===== config.mk =====
export PLATFORM = sky130hd
export DESIGN_NAME = infix_to_postfix_converter_core
export DESIGN_NICKNAME = d
export VERILOG_FILES = /design/src/i2p_pkg.sv /design/src/i2p_cell.sv /design/src/infix_to_postfix_converter_core.sv
export VERILOG_INCLUDE_DIRS = /design/src /design/src/src
export SDC_FILE = /design/constraint.sdc
export NUM_CORES = 1
export LEC_CHECK = 0
export BUFFER_PORTS_ARGS = -buffer_cell sky130_fd_sc_hd__buf_2
export CORE_ASPECT_RATIO = 1.75
export CORE_MARGIN = 2
export CORE_UTILIZATION = 44
export CTS_CLUSTER_SIZE = 14
export DETAILED_ROUTE_END_ITERATION = 10
export GPL_TIMING_DRIVEN = 0
export PLACE_DENSITY = 0.61
export REMOVE_ABC_BUFFERS = 1
export SYNTH_ARGS = -nofsm -noshare
export SYNTH_HDL_FRONTEND = slang
export SYNTH_SLANG_ARGS = --single-unit

===== constraint.sdc =====
create_clock -name clk -period 13 [get_ports clk]
set_clock_uncertainty 0.05 [all_clocks]
set_input_delay 2.6 -clock clk [delete_from_list [all_inputs] [get_ports clk]]
set_output_delay 2.6 -clock clk [all_outputs]
set_load 0.005 [all_outputs]

===== src/infix_to_postfix_converter_core_defines.svh =====
// ----------------------------------------------------------------------------
// Infix to postfix converter assertion macros
// Shared concurrent assertion forms, clocked on clk and disabled in reset.
// ----------------------------------------------------------------------------
`ifndef INFIX_TO_POSTFIX_CONVERTER_CORE_DEFINES_SVH
`define INFIX_TO_POSTFIX_CONVERTER_CORE_DEFINES_SVH

// same-cycle implication
`define I2P_ASSERT_NOW(lbl, ante, cons, msg) \
	lbl: assert property (@(posedge clk) disable iff (!arst_n) (ante) |-> (cons)) \
		else $error(msg);

// next-cycle implication
`define I2P_ASSERT_NEXT(lbl, ante, cons, msg) \
	lbl: assert property (@(posedge clk) disable iff (!arst_n) (ante) |=> (cons)) \
		else $error(msg);

`endif


===== src/i2p_pkg.sv =====
// ----------------------------------------------------------------------------
// Infix to postfix converter package
// Stack sizing, character codes, stack operation codes and payload types.
// ----------------------------------------------------------------------------
package i2p_pkg;

	localparam int STACK_DEPTH = 32;
	localparam int CNT_W       = $clog2(STACK_DEPTH + 1);

	localparam logic [7:0] CH_PLUS  = 8'h2B;
	localparam logic [7:0] CH_MINUS = 8'h2D;
	localparam logic [7:0] CH_STAR  = 8'h2A;
	localparam logic [7:0] CH_SLASH = 8'h2F;
	localparam logic [7:0] CH_CARET = 8'h5E;
	localparam logic [7:0] CH_OPEN  = 8'h28;
	localparam logic [7:0] CH_CLOSE = 8'h29;

	localparam logic [1:0] ST_OK     = 2'd0;
	localparam logic [1:0] ST_FULL   = 2'd1;
	localparam logic [1:0] ST_NOOPEN = 2'd2;

	typedef logic [2:0] stk_op_t;

	localparam stk_op_t STK_HOLD = 3'd0;
	localparam stk_op_t STK_PUSH = 3'd1;
	localparam stk_op_t STK_POP  = 3'd2;
	localparam stk_op_t STK_POP2 = 3'd3;
	localparam stk_op_t STK_REPL = 3'd4;

	typedef struct packed {
		logic       action;
		logic [7:0] in_char;
	} in_item_t;

	typedef struct packed {
		logic [7:0] out_char;
		logic       char_valid;
		logic       last_of_run;
		logic [1:0] status;
	} out_item_t;

	function automatic logic [1:0] prec_of(input logic [7:0] c);
		logic [1:0] p;
		case (c)
			CH_PLUS, CH_MINUS: p = 2'd1;
			CH_STAR, CH_SLASH: p = 2'd2;
			CH_CARET:          p = 2'd3;
			default:           p = 2'd0;
		endcase
		return p;
	endfunction

	function automatic logic is_alnum(input logic [7:0] c);
		return ((c >= 8'h30) && (c <= 8'h39)) || ((c >= 8'h41) && (c <= 8'h5A)) ||
			((c >= 8'h61) && (c <= 8'h7A));
	endfunction

endpackage


===== src/i2p_cell.sv =====
// ----------------------------------------------------------------------------
// Infix to postfix converter stack cell
// One entry of the shifting operator stack; takes its neighbor's entry.
// ----------------------------------------------------------------------------
module i2p_cell (
	input  logic              clk,
	input  i2p_pkg::stk_op_t  op,
	input  logic [7:0]        up_data,
	input  logic [7:0]        dn1_data,
	input  logic [7:0]        dn2_data,
	output logic [7:0]        data
);

	logic [7:0] data_q;

	always_ff @(posedge clk) begin
		case (op)
			i2p_pkg::STK_PUSH: data_q <= up_data;
			i2p_pkg::STK_POP:  data_q <= dn1_data;
			i2p_pkg::STK_POP2: data_q <= dn2_data;
			default:           data_q <= data_q;
		endcase
	end

	assign data = data_q;

endmodule


===== src/infix_to_postfix_converter_core.sv =====
// ----------------------------------------------------------------------------
// Infix to postfix converter core
// Shunting-yard conversion over a shifting chain of operator stack cells.
// ----------------------------------------------------------------------------
// An input character is transferred in and then yields a run of result items
// (at least one), one item per cycle when results are taken at once; the
// stack top is read and popped once a cycle through the cell chain, which
// sets that rate. The next input is taken as soon as the last result of the
// run sits in the output register.
// ----------------------------------------------------------------------------
`include "infix_to_postfix_converter_core_defines.svh"

module infix_to_postfix_converter_core (
	input  logic                 clk,
	input  logic                 arst_n,
	input  logic                 item_valid,
	output logic                 item_ready,
	input  i2p_pkg::in_item_t    item_data,
	output logic                 result_valid,
	input  logic                 result_ready,
	output i2p_pkg::out_item_t   result_data
);

	localparam logic ST_IDLE = 1'b0;
	localparam logic ST_WORK = 1'b1;
	localparam int   DEPTH   = i2p_pkg::STACK_DEPTH;
	localparam int   CW      = i2p_pkg::CNT_W;

	logic                    state_q;
	logic                    act_q;
	logic [7:0]              chr_q;
	logic [CW-1:0]           cnt_q;
	logic                    result_valid_q;
	i2p_pkg::out_item_t      result_q;

	logic [7:0]              cell_data [DEPTH];
	i2p_pkg::stk_op_t        cell_op   [DEPTH];
	logic [7:0]              cell_up   [DEPTH];
	logic [7:0]              cell_dn1  [DEPTH];
	logic [7:0]              cell_dn2  [DEPTH];

	logic                    step;
	logic                    empty;
	logic                    one;
	logic                    full;
	logic [7:0]              top;
	logic [7:0]              nxt;
	logic [1:0]              p_in;
	i2p_pkg::stk_op_t        op;
	i2p_pkg::out_item_t      item;
	logic [CW-1:0]           cnt_d;

	assign item_ready   = (state_q == ST_IDLE);
	assign result_valid = result_valid_q;
	assign result_data  = result_q;

	assign step  = (state_q == ST_WORK) && (!result_valid_q || result_ready);
	assign empty = (cnt_q == '0);
	assign one   = (cnt_q == CW'(1));
	assign full  = (cnt_q == CW'(DEPTH));
	assign top   = cell_data[0];
	assign nxt   = cell_data[1];
	assign p_in  = i2p_pkg::prec_of(chr_q);

	always_comb begin
		op               = i2p_pkg::STK_HOLD;
		item.out_char    = 8'h00;
		item.char_valid  = 1'b0;
		item.last_of_run = 1'b1;
		item.status      = i2p_pkg::ST_OK;
		if (act_q) begin
			if (!empty) begin
				op               = i2p_pkg::STK_POP;
				item.out_char    = top;
				item.char_valid  = 1'b1;
				item.last_of_run = one;
			end
		end else if (i2p_pkg::is_alnum(chr_q)) begin
			item.out_char   = chr_q;
			item.char_valid = 1'b1;
		end else if (chr_q == i2p_pkg::CH_OPEN) begin
			if (full) begin
				item.status = i2p_pkg::ST_FULL;
			end else begin
				op = i2p_pkg::STK_PUSH;
			end
		end else if (chr_q == i2p_pkg::CH_CLOSE) begin
			if (empty) begin
				item.status = i2p_pkg::ST_NOOPEN;
			end else if (top == i2p_pkg::CH_OPEN) begin
				op = i2p_pkg::STK_POP;
			end else begin
				item.out_char    = top;
				item.char_valid  = 1'b1;
				if (one) begin
					op          = i2p_pkg::STK_POP;
					item.status = i2p_pkg::ST_NOOPEN;
				end else if (nxt == i2p_pkg::CH_OPEN) begin
					op = i2p_pkg::STK_POP2;
				end else begin
					op               = i2p_pkg::STK_POP;
					item.last_of_run = 1'b0;
				end
			end
		end else begin
			if (!empty && (p_in <= i2p_pkg::prec_of(top))) begin
				item.out_char   = top;
				item.char_valid = 1'b1;
				if (one || (p_in > i2p_pkg::prec_of(nxt))) begin
					op = i2p_pkg::STK_REPL;
				end else begin
					op               = i2p_pkg::STK_POP;
					item.last_of_run = 1'b0;
				end
			end else if (full) begin
				item.status = i2p_pkg::ST_FULL;
			end else begin
				op = i2p_pkg::STK_PUSH;
			end
		end
	end

	always_comb begin
		case (op)
			i2p_pkg::STK_PUSH: cnt_d = cnt_q + CW'(1);
			i2p_pkg::STK_POP:  cnt_d = cnt_q - CW'(1);
			i2p_pkg::STK_POP2: cnt_d = cnt_q - CW'(2);
			default:           cnt_d = cnt_q;
		endcase
	end

	always_comb begin
		for (int i = 0; i < DEPTH; i++) begin
			cell_up[i]  = (i == 0) ? chr_q : cell_data[(i == 0) ? 0 : i - 1];
			cell_dn1[i] = (i + 1 < DEPTH) ? cell_data[(i + 1 < DEPTH) ? i + 1 : i] : 8'h00;
			cell_dn2[i] = (i + 2 < DEPTH) ? cell_data[(i + 2 < DEPTH) ? i + 2 : i] : 8'h00;
			if (!step) begin
				cell_op[i] = i2p_pkg::STK_HOLD;
			end else if (op == i2p_pkg::STK_REPL) begin
				cell_op[i] = (i == 0) ? i2p_pkg::STK_PUSH : i2p_pkg::STK_HOLD;
			end else begin
				cell_op[i] = op;
			end
		end
	end

	for (genvar g = 0; g < DEPTH; g++) begin : g_cell
		i2p_cell u_cell (
			.clk      (clk),
			.op       (cell_op[g]),
			.up_data  (cell_up[g]),
			.dn1_data (cell_dn1[g]),
			.dn2_data (cell_dn2[g]),
			.data     (cell_data[g])
		);
	end

	always_ff @(posedge clk or negedge arst_n) begin
		if (!arst_n) begin
			state_q        <= ST_IDLE;
			cnt_q          <= '0;
			result_valid_q <= 1'b0;
		end else begin
			if (item_valid && item_ready) begin
				state_q <= ST_WORK;
			end else if (step && item.last_of_run) begin
				state_q <= ST_IDLE;
			end
			if (step) begin
				cnt_q          <= cnt_d;
				result_valid_q <= 1'b1;
			end else if (result_ready) begin
				result_valid_q <= 1'b0;
			end
		end
	end

	always_ff @(posedge clk) begin
		if (item_valid && item_ready) begin
			act_q <= item_data.action;
			chr_q <= item_data.in_char;
		end
		if (step) begin
			result_q <= item;
		end
	end

	`I2P_ASSERT_NOW(a_cnt_bound, 1'b1, cnt_q <= CW'(DEPTH), "stack count beyond depth")
	`I2P_ASSERT_NOW(a_pop_nonempty, step && (op == i2p_pkg::STK_POP || op == i2p_pkg::STK_POP2 || op == i2p_pkg::STK_REPL), !empty, "pop on empty stack")
	`I2P_ASSERT_NOW(a_status_last, result_valid_q && (result_q.status != i2p_pkg::ST_OK), result_q.last_of_run, "status on inner item")
	`I2P_ASSERT_NOW(a_empty_last, result_valid_q && !result_q.char_valid, result_q.last_of_run, "empty item not last")
	`I2P_ASSERT_NEXT(a_accept_busy, item_valid && item_ready, !item_ready, "transfer did not start work")

endmodule


# ---- After elaboration in Yosys (flattened, before gate mapping)
# Index checks and enable logic that the tools add are counted.
# Widths: inputs -> output; s select.
dict set report totals {
  input_bits 13
  register_bits 285
  output_inout_bits 14
}
dict set report op_classes {
  n_mux 84
  n_eq_ne 31
  n_bitwise 1
  n_lt_le_gt_ge 8
  addsub 3
  n_reduce_logical 29
}
# operator count
set ops {}
lappend ops {{$pmux 8 s3} 31}
lappend ops {{$eq 8x6->1 const B} 16}
lappend ops {{$mux 10} 5}
lappend ops {{$mux 12} 4}
lappend ops {{$mux 3} 14}
lappend ops {{$mux 2} 14}
lappend ops {{$eq 8x7->1 const B} 3}
lappend ops {{$eq 3x2->1 const B} 6}
lappend ops {{$pmux 2 s3} 3}
lappend ops {{$pmux 6 s3} 1}
lappend ops {{$ge 8x7->1 const B} 2}
lappend ops {{$le 8x7->1 const B} 2}
lappend ops {{$pmux 8 s2} 1}
lappend ops {{$reduce_or 2->1} 8}
lappend ops {{$mux 1} 10}
lappend ops {{$eq 3x1->1 const B} 3}
lappend ops {{$mux 9} 1}
lappend ops {{$reduce_bool 3->1} 3}
lappend ops {{$ge 8x6->1 const B} 1}
lappend ops {{$le 8x6->1 const B} 1}
lappend ops {{$logic_and 1x1->1} 7}
lappend ops {{$add 6x1->6 const B} 1}
lappend ops {{$eq 6x1->1 const B} 1}
lappend ops {{$eq 6x6->1 const B} 1}
lappend ops {{other kinds (11)} 17}

# ---- Logic depth before layout (Yosys ltp)
# Gate-level depths: netlist of run 1.
dict set report logic_depth {
  ltp_word 28
  depth_mapped 18
  mapped_depth_nobuf 14
}

# ---- Modules after synthesis
# Synthesis of run 1 repeated with hierarchy kept, for this count alone.
dict set report hier_totals {
  cells_unflattened 1147
  hier_area_um2 18555.3
}
# module cells_per_inst area_each_um2 n_inst
set modules_own_cells {}
lappend modules_own_cells {i2p_cell 29 513.0 32}
lappend modules_own_cells {infix_to_postfix_converter_core 219 2139.6 1}

# ---- Worst setup path after synthesis of run 1
# Ideal clock, no wire load.
dict set report synth_timing {
  path_type {reg2reg}
  from {reg chr_q[0]}
  to {reg cnt_q[3]}
  synth_period_minus_slack_ns 11.086
  slack_ns 1.914
  arrival_time_ns 10.894
  setup_time_ns 0.142
  stages_incl_launch_ff 14
  path_cell_list {edfxtp_1 -> clkbuf_1 -> or4bb_1 -> nor2_1 -> o21ai_0 -> a21oi_1 -> ha_1 -> nor2b_1 -> o21ai_0 -> nand3_1 -> o41a_4 -> a21oi_2 -> o21ai_0 -> a22o_1}
}
dict set report synth_via {
  elab_chain_len 14
  word_cells_on_any_way 37
}
# item line
set synth_lines {}
lappend synth_lines {{from (decl)} infix_to_postfix_converter_core.sv:31} ;# logic [7:0] chr_q;
lappend synth_lines {{from (signal assigned)} infix_to_postfix_converter_core.sv:181} ;# chr_q <= item_data.in_char;
lappend synth_lines {{$eq 8x6->1} i2p_pkg.sv:44} ;# case (c)
lappend synth_lines {{$reduce_or 2->1} i2p_pkg.sv:44}
lappend synth_lines {{$pmux 2 s3} i2p_pkg.sv:44}
lappend synth_lines {{$gt 2x2->1} infix_to_postfix_converter_core.sv:109} ;# if (one || (p_in > i2p_pkg::prec_of(nxt))) begin
lappend synth_lines {{$logic_or 1x1->1} infix_to_postfix_converter_core.sv:109}
lappend synth_lines {{$mux 3} infix_to_postfix_converter_core.sv:109}
lappend synth_lines {{$mux 3} infix_to_postfix_converter_core.sv:106} ;# if (!empty && (p_in <= i2p_pkg::prec_of(top))) begin
lappend synth_lines {{$mux 3} infix_to_postfix_converter_core.sv:87} ;# end else if (chr_q == i2p_pkg::CH_CLOSE) begin
lappend synth_lines {{$mux 3} infix_to_postfix_converter_core.sv:81} ;# end else if (chr_q == i2p_pkg::CH_OPEN) begin
lappend synth_lines {{$mux 3 *} infix_to_postfix_converter_core.sv:78} ;# end else if (i2p_pkg::is_alnum(chr_q)) begin
lappend synth_lines {{$mux 3 *} infix_to_postfix_converter_core.sv:71} ;# if (act_q) begin
lappend synth_lines {{$eq 3x2->1 / $eq 3x1->1 (equally long branches)} infix_to_postfix_converter_core.sv:124} ;# case (op)
lappend synth_lines {{$reduce_bool 3->1 (no line)} -}
lappend synth_lines {{$reduce_and 2->1 (no line)} -}
lappend synth_lines {{to (signal assigned)} infix_to_postfix_converter_core.sv:170} ;# cnt_q <= cnt_d;
lappend synth_lines {{to (decl)} infix_to_postfix_converter_core.sv:32} ;# logic [CW-1:0] cnt_q;
# Every way passes the cells marked *; elsewhere a longest branch is shown, timed or not.
# A chain may end at the register's enable or synchronous reset.

# ---- Final worst setup path of run 1
dict set report layout_timing {
  from {reg chr_q[4]}
  to {reg g_cell[20].u_cell.data_q[4], data pin}
}
dict set report layout_via {
  elab_chain_len 16
  word_cells_on_any_way 38
}
# item line
set layout_lines {}
lappend layout_lines {{$eq 8x6->1} i2p_pkg.sv:44}
lappend layout_lines {{$reduce_or 2->1} i2p_pkg.sv:44}
lappend layout_lines {{$pmux 2 s3} i2p_pkg.sv:44}
lappend layout_lines {{$gt 2x2->1} infix_to_postfix_converter_core.sv:109}
lappend layout_lines {{$logic_or 1x1->1} infix_to_postfix_converter_core.sv:109}
lappend layout_lines {{$mux 3} infix_to_postfix_converter_core.sv:109}
lappend layout_lines {{$mux 3} infix_to_postfix_converter_core.sv:106}
lappend layout_lines {{$mux 3} infix_to_postfix_converter_core.sv:87}
lappend layout_lines {{$mux 3} infix_to_postfix_converter_core.sv:81}
lappend layout_lines {{$mux 3 *} infix_to_postfix_converter_core.sv:78}
lappend layout_lines {{$mux 3 *} infix_to_postfix_converter_core.sv:71}
lappend layout_lines {{$eq 3x3->1} infix_to_postfix_converter_core.sv:139} ;# end else if (op == i2p_pkg::STK_REPL) begin
lappend layout_lines {{$mux 3 *} infix_to_postfix_converter_core.sv:139}
lappend layout_lines {{$mux 3 *} infix_to_postfix_converter_core.sv:137} ;# if (!step) begin
lappend layout_lines {{$eq 3x2->1 / $eq 3x1->1 (equally long branches)} i2p_cell.sv:17} ;# case (op)
lappend layout_lines {{$pmux 8 s3 *} i2p_cell.sv:17}
lappend layout_lines {{to (signal assigned)} i2p_cell.sv:18} ;# i2p_pkg::STK_PUSH: data_q <= up_data;
lappend layout_lines {{to (signal assigned)} i2p_cell.sv:19} ;# i2p_pkg::STK_POP: data_q <= dn1_data;
lappend layout_lines {{to (signal assigned)} i2p_cell.sv:20} ;# i2p_pkg::STK_POP2: data_q <= dn2_data;
lappend layout_lines {{to (decl)} i2p_cell.sv:14} ;# logic [7:0] data_q;
# Marked as above.

==> flow_metrics.tcl, run 1 <==
set metrics [dict create \
    clkSinkCount 285 \
    cp_data_required_time_ps 13360 \
    clkTransAtPathRegs_ps 70 \
    synth.top_cell.area_share 0.593 \
    max_freq_mhz 161 \
    detail_route.iter0.violations 678 \
    cts_tree "yes" \
    hold_path.startpoint "result_valid$_DFFE_PN0P_" \
    post_dp_hpwl_mm 16.9 \
    count_of_cells_along_the_worst_register_to_register_path 20 \
    post_route_hold_slack_ps 463 \
    synthMostInstantiatedCell "nand2_1" \
    pre_cts_slack_ps 6290 \
    antenna_left 0 \
    netsw_w 0.00136 \
    dieArea_sq_um 33400 \
    cts_root_buf "clkbuf_16" \
    report.power.total_w 0.00392 \
    fin_crit_sh 0.479 \
    number_of_antenna_violations_at_the_first_check_in_global_routing 0 \
    ys_top_cells_by_count "nand2_1, edfxtp_1, a22oi_1" \
    cells_after_synthesis 1294 \
    synthDistinctLibCells 55 \
    synthXorXnorAreaFrac 0.00499 \
    final_hold_viol_count 0 \
    vias 9646 \
    p_int_w 0.00256 \
    ys.warnings.count 0 \
    largest_family_of_logic_cells_by_synthesized_area "simple AND/OR/NAND/NOR gates" \
    routed_wire_length_per_instance_um 15.5 \
    post_drt_via_cell_ratio 5.66 \
    i_o_pin_cnt 27 \
    grt_pass1_vias 9433 \
    critPathSlowestCell "o41a_4" \
    post_synth_fa_ha_maj_area_fraction 0.00891 \
    synth_area_sq_um 14000 \
    ys_seq_elements 285 \
    whs_path_depth 2 \
    synth_async_sr_flop_share 0.0281 \
    grt_max_degree 90 \
    syn_to_final_growth_pct 11.2 \
    min-delay-path-class "flip-flop to flip-flop" \
    timing.setup.tns_ps 0 \
    vdd_ir_drop_max_mv 0.188 \
    avgSynthCellArea_sq_um 10.8 \
    post_cts_hold_buffer_count 0 \
    synth_edf_count 277 \
    die_h_um 240 \
    numCtsBuffers 27 \
    finalCoreUtilization 0.497 \
    drt-total-wl_mm 26.3 \
    final_layout_size_suffix_gt1_frac 0.0788 \
    status "complete, no violations" \
    grt-ovfl-total 0 \
    critPathKind "flip-flop to flip-flop" \
    initial_core_util 0.447 \
    drt_drc_violations_left 0 \
    drt_pre_antenna_iters 5 \
    num_antenna_cells 0 \
    report.final.slew_viol_count 0 \
    setup_violations 0 \
    r2r_slack_ps 6770 \
    synth-compound-area-share 0.160 \
    synth-main-ff-cell "edfxtp_1" \
    slew_headroom 0.369 \
    cp_cell_sequence "nor4b_4 -> and2_1 -> o21ai_0 -> a21oi_1 -> ha_1 -> nor2b_1 -> o21ai_0 -> nand3_1 -> o41a_4 -> nand2b_4 -> buf_16 -> nor2b_4 -> buf_12 -> buf_12 -> buf_12 -> buf_12 -> buf_12 -> buf_16 -> a22oi_1 -> nand2_1" \
    num-nets-final 1311 \
    grt.total_usage 0.157 \
    cellPowerDensity_nw_per_um2 251 \
    setup_repair_after_global_routing_missed_its_margin "false" \
    comb_power_share 0.312 \
    die_w_um 139 \
    multiInputGateArea_sq_um 4930 \
    core_sq_um 31400 \
    worst_setup_path_start_kind "flip-flop" \
    p_sw_frac 0.347 \
    crit-reg2reg-capture "g_cell[20].u_cell.data[4]$_DFFE_PP_" \
    fill_cells 2879 \
    share_of_total_power_in_the_clock_network 0.198 \
    path_max_fanout 61 \
    max-clock-path-buffers 3 \
    synth_top_cells_by_area "edfxtp_1, nand2_1, a22oi_1" \
    setup.worst_path.end_class "flip-flop" \
    critPathMostFrequentCell "buf_12" \
    setup_slack_ps 6770 \
    cts_resized 0 \
    floorplan.rows 86 \
    synth-simple-area-share 0.175 \
    synth_top_area_cell "edfxtp_1" \
    cts-htree-levels 1 \
    static-leakage-power_nw 6.11 \
    worstSkewPairLatency_ps 540 \
    worstHoldEndpoint "result_valid$_DFFE_PN0P_" \
    power.share.sequential 0.490 \
    worst_r2r_startpoint "chr_q[4]$_DFFE_PP_" \
    grt_pass1_wl_mm 45.5 \
    period_needed_ps 6230 \
    port_buffers 26 \
    critical_path_arrival_ps 6590 \
    globalplace.congestion 0.813 \
    worst_path_largest_cell_delay_ps 600 \
    maxCapViolCount 0 \
    yosysSeqAreaShare 0.607 \
    tightestPinTransition_ps 947 \
    post-cts-setup-buffer-count 0 \
    synth.area.mux_share 0.00143 \
    layout.area.seq_sq_um 8520 \
]
## logic make-up after synthesis
kind of cell / count (synthesis)
multiplexers: 2
XOR/XNOR: 8
AND/OR/NAND/NOR: 590
AO/OA/AOI/OAI: 299
flip-flops: 285
adder cells (fa/ha/maj): 10
buffers and inverters: 100
## power groups by stage
stage | combinational [W] | clock [W] | sequential, W
finish | 0.00122 | 0.000776 | 0.00192
global route | 0.00141 | 0.000828 | 0.00198
CTS | 0.00125 | 0.000799 | 0.00192
detailed placement | 0.00125 | 0 | 0.00194
global placement | 0.00129 | 0 | 0.00205
floorplan | 0.000975 | 0 | 0.00192
## worst max-delay path by stage
stage / startpoint / to / slack, ps / depth (start not counted)
final: chr_q[4]$_DFFE_PP_ / g_cell[20].u_cell.data[4]$_DFFE_PP_ / 6770 / 20
after global routing: chr_q[4]$_DFFE_PP_ / g_cell[28].u_cell.data[6]$_DFFE_PP_ / 6260 / 20
after CTS: g_cell[0].u_cell.data[4]$_DFFE_PP_ / g_cell[20].u_cell.data[4]$_DFFE_PP_ / 6750 / 20
after detailed placement: result_ready / g_cell[20].u_cell.data[4]$_DFFE_PP_ / 6290 / 15
after global placement: result_ready / g_cell[20].u_cell.data[4]$_DFFE_PP_ / -14050 / 8
after floorplan: result_ready / g_cell[0].u_cell.data[0]$_DFFE_PP_ / -1930 / 7
## stage by stage
stage / cells / cell area (sq um)
after floorplan: 1204 / 13500
after global placement: 1626 / 14100
after detailed placement: 1655 / 14800
after CTS: 1703 / 15600
after global routing: 1703 / 15600
final: 1703 / 15600
## routing by layer
metal	wire, um	vias to the layer above	global-route usage
li1	-	4724	-
met1	11300	4695	0.202
met2	13400	181	0.275
met3	909	46	0.0191
met4	692	0	0.0563
met5	0	-	0
## final cells by class
class / instances / area share
Multi-Input combinational cell: 909 / 0.316
Inverter: 10 / 0.00240
Tap cell: 396 / 0.0317
Clock inverter: 17 / 0.00970
Sequential cell: 285 / 0.546
Clock buffer: 31 / 0.0442
Timing Repair Buffer: 55 / 0.0508
## registers in the layout, summed over array words and instances (netlist names)
signal and cells:
act_q 1, chr_q 8, cnt_q 6, g_cell.u_cell.data 256, result_data 12, result_valid 1
state_q 1
## critical path: cells and delay by family, from the launching register on
kind	cells	cell delay (ps)
and+or+nand+nor	7	1920
buffers and inverters	7	1790
AOI/OAI and AO/OA	5	1400
DFF	1	570
adders and majority gates	1	280
## cell usage in the layout, fill, tap and decap left out, types with 2 or more instances in the layout
master,n
nand2_1,506
edfxtp_1,277
a22oi_1,240
clkbuf_16,27
buf_2,26
nor2_1,17
o21ai_0,16
a22o_1,16
and2_1,14
buf_12,13
buf_16,13
inv_1,10
nand3_1,10
a21oi_1,10
ha_1,10
clkinv_1,9
dfrtp_1,8
xor2_1,6
nor3_1,6
nor2b_1,5
nand2b_1,5
clkbuf_1,4
clkinv_2,4
nor4b_1,3
and3_1,3
o31ai_1,3
bufinv_16,3
buf_8,3
nor3b_1,2
a31oi_1,2
nand4_1,2
mux2i_1,2
xnor2_1,2
(Power assumes the default switching activity.)
==> inputs of run 2 (changes only) <==
==> constraint.sdc (replaced) <==
create_clock -name clk -period 6.1 [get_ports clk]
set_clock_uncertainty 0.05 [all_clocks]
set_input_delay 1.22 -clock clk [delete_from_list [all_inputs] [get_ports clk]]
set_output_delay 1.22 -clock clk [all_outputs]
set_load 0.005 [all_outputs]
==> run 2 against run 1 <==
Against the previous run:
- critical path depth unchanged
- sequential cell count is the same
- routed wire length increased by 1.9%
- non-clock buffer count grew 3
- sequential power up 110%
- cell count is 0.29% higher
- clock power increased by 110%
- register-to-register slack worse by 6400 ps
- die area is the same
- combinational power grew 120%
- global-route usage up 0.056 points
- core utilization up 0.17 points
- largest cell class unchanged
==> flow_metrics.tcl, run 2 (synthesis results as in run 1) <==
set metrics [dict create \
    status "complete, no violations" \
    final_hold_viol_count 0 \
    vias 9654 \
    r2r_slack_ps 410 \
    setup.worst_path.end_class "flip-flop" \
    critPathKind "flip-flop to flip-flop" \
    clkSinkCount 285 \
    worst_path_largest_cell_delay_ps 610 \
    fill_cells 2875 \
    layout_common_cells "nand2_1, edfxtp_1, a22oi_1, clkbuf_16, buf_2" \
    whs_path_depth 2 \
    die_w_um 139 \
    post_dp_hpwl_mm 16.9 \
    core_sq_um 31400 \
    i_o_pin_cnt 27 \
    die_h_um 240 \
    period_needed_ps 5690 \
    grt_max_degree 90 \
    final_std_cell_area_no_fill_sq_um 15700 \
    setup_violations 0 \
    antenna_left 0 \
    maxCapViolCount 0 \
    static-leakage-power_nw 6.13 \
    drt_pre_antenna_iters 5 \
    numPlacedInstances 1655 \
    report.final.slew_viol_count 0 \
    numCtsBuffers 27 \
    min-delay-path-class "flip-flop to flip-flop" \
    placedInstanceArea_sq_um 14800 \
    critPathMostFrequentCell "buf_12" \
    port_buffers 26 \
    final_layout_size_suffix_gt1_frac 0.0838 \
    grt_pass1_wl_mm 45.6 \
    cp_cell_sequence "or4bb_1 -> nor2_1 -> o21ai_0 -> a21oi_1 -> ha_1 -> nor2b_1 -> o21ai_1 -> nand3_1 -> o41a_4 -> nand2b_4 -> buf_16 -> nor2b_4 -> buf_12 -> buf_12 -> buf_12 -> buf_12 -> buf_12 -> buf_16 -> a22oi_1 -> nand2_1" \
    max_freq_mhz 176 \
    drt_drc_violations_left 0 \
    count_of_cells_along_the_worst_register_to_register_path 20 \
    path_max_fanout 62 \
    cts-htree-levels 1 \
    cts_tree "yes" \
    initial_core_util 0.447 \
    cellPowerDensity_nw_per_um2 536 \
    cts_root_buf "clkbuf_16" \
    routed_wire_length_per_instance_um 15.7 \
    grt.total_usage 0.158 \
    globalplace.congestion 0.813 \
    worstSkewPairLatency_ps 540 \
    layout.area.seq_sq_um 8520 \
    syn_to_final_growth_pct 11.6 \
    vdd_ir_drop_max_mv 0.409 \
    post_layout_nonfiller_instances 1708 \
    clkTransAtPathRegs_ps 70 \
    critical_path_arrival_ps 6050 \
    floorplan.rows 86 \
    cp_data_required_time_ps 6460 \
    setup_repair_after_global_routing_missed_its_margin "false" \
    number_of_antenna_violations_at_the_first_check_in_global_routing 0 \
    num_antenna_cells 0 \
    detail_route.iter0.violations 633 \
    drt-total-wl_mm 26.8 \
    num-nets-final 1316 \
    post_drt_via_cell_ratio 5.65 \
    multiInputGateArea_sq_um 4960 \
    worst_setup_path_start_kind "flip-flop" \
    dieArea_sq_um 33400 \
    grt_pass1_vias 9439 \
    max-clock-path-buffers 3 \
    post_route_hold_slack_ps 465 \
    critPathSlowestCell "o41a_4" \
    fin_crit_sh 0.933 \
    layout.cells.most_common "nand2_1" \
    largest_reg_flops 256 \
    grt-ovfl-total 0 \
    tightestPinTransition_ps 962 \
    report.power.total_w 0.00839 \
    slew_headroom 0.358 \
]
## run 2: cell count changes in the layout (fill, tap and decap cells not counted)
cell	delta
o21ai_1	+1
nor4b_2	+2
nand2b_2	+1
nor2b_2	+1
o21ai_0	-1
buf_4	+3
nor4b_1	-2
## run 2: cell type report
class | instances | area share
tap | 396 | 0.0316
multi-input combinational | 911 | 0.316
clock buffer | 31 | 0.0441
clock inverter | 17 | 0.00966
sequential | 285 | 0.544
inverter | 10 | 0.00240
timing repair buffer | 58 | 0.0521
## run 2: per-stage QoR
stage / worst slack, ps / setup TNS [ps] / util
finish: 409 / 0 / 0.499
global route: 7.58 / 0 / 0.499
CTS: 49.3 / 0 / 0.497
detailed placement: -141 / -3330 / 0.470
global placement: -20450 / -7164410 / 0.448
floorplan: -8040 / -3126920 / -
## run 2: final timing paths
path	from	to
worst min register to register	result_valid$_DFFE_PN0P_	result_valid$_DFFE_PN0P_
worst min-delay path	result_valid$_DFFE_PN0P_	result_valid$_DFFE_PN0P_
worst max-delay path	chr_q[7]$_DFFE_PP_	g_cell[20].u_cell.data[4]$_DFFE_PP_
min in group asynchronous	arst_n	cnt_q[3]$_DFFE_PN0P_
worst max register to register	chr_q[7]$_DFFE_PP_	g_cell[20].u_cell.data[4]$_DFFE_PP_
max in group asynchronous	arst_n	state_q$_DFFE_PN0P_
## run 2: critical path: cells and delay by family (launching register included)
kind / cells / cell delay [ps]
adders and majority gates: 1 / 280
DFF: 1 / 520
AOI/OAI and AO/OA: 5 / 1310
and+or+nand+nor: 7 / 1600
buffers and inverters: 7 / 1710
## run 2: what timing repair did
action	in CTS	in global routing
cloned	1	1
setup buffers	0	3
gates resized for setup	1	2
setup endpoints to repair	28	68
hold buffers	0	0
## run 2: power by group
group          switching [W]  total [W]  leakage (nW)  internal (W)
Combinational        0.00157    0.00265          2.99       0.00108
Sequential          0.000632    0.00409          2.73       0.00346
Clock               0.000722    0.00165         0.410      0.000933
Total                0.00292    0.00839          6.13       0.00547
## run 2: layer usage
| layer | global-route usage | part of all wire |
|---|---|---|
| met1 | 0.203 | 0.44 |
| met2 | 0.276 | 0.51 |
| met3 | 0.0191 | 0.030 |
| met4 | 0.0557 | 0.024 |
| met5 | 0 | 0 |
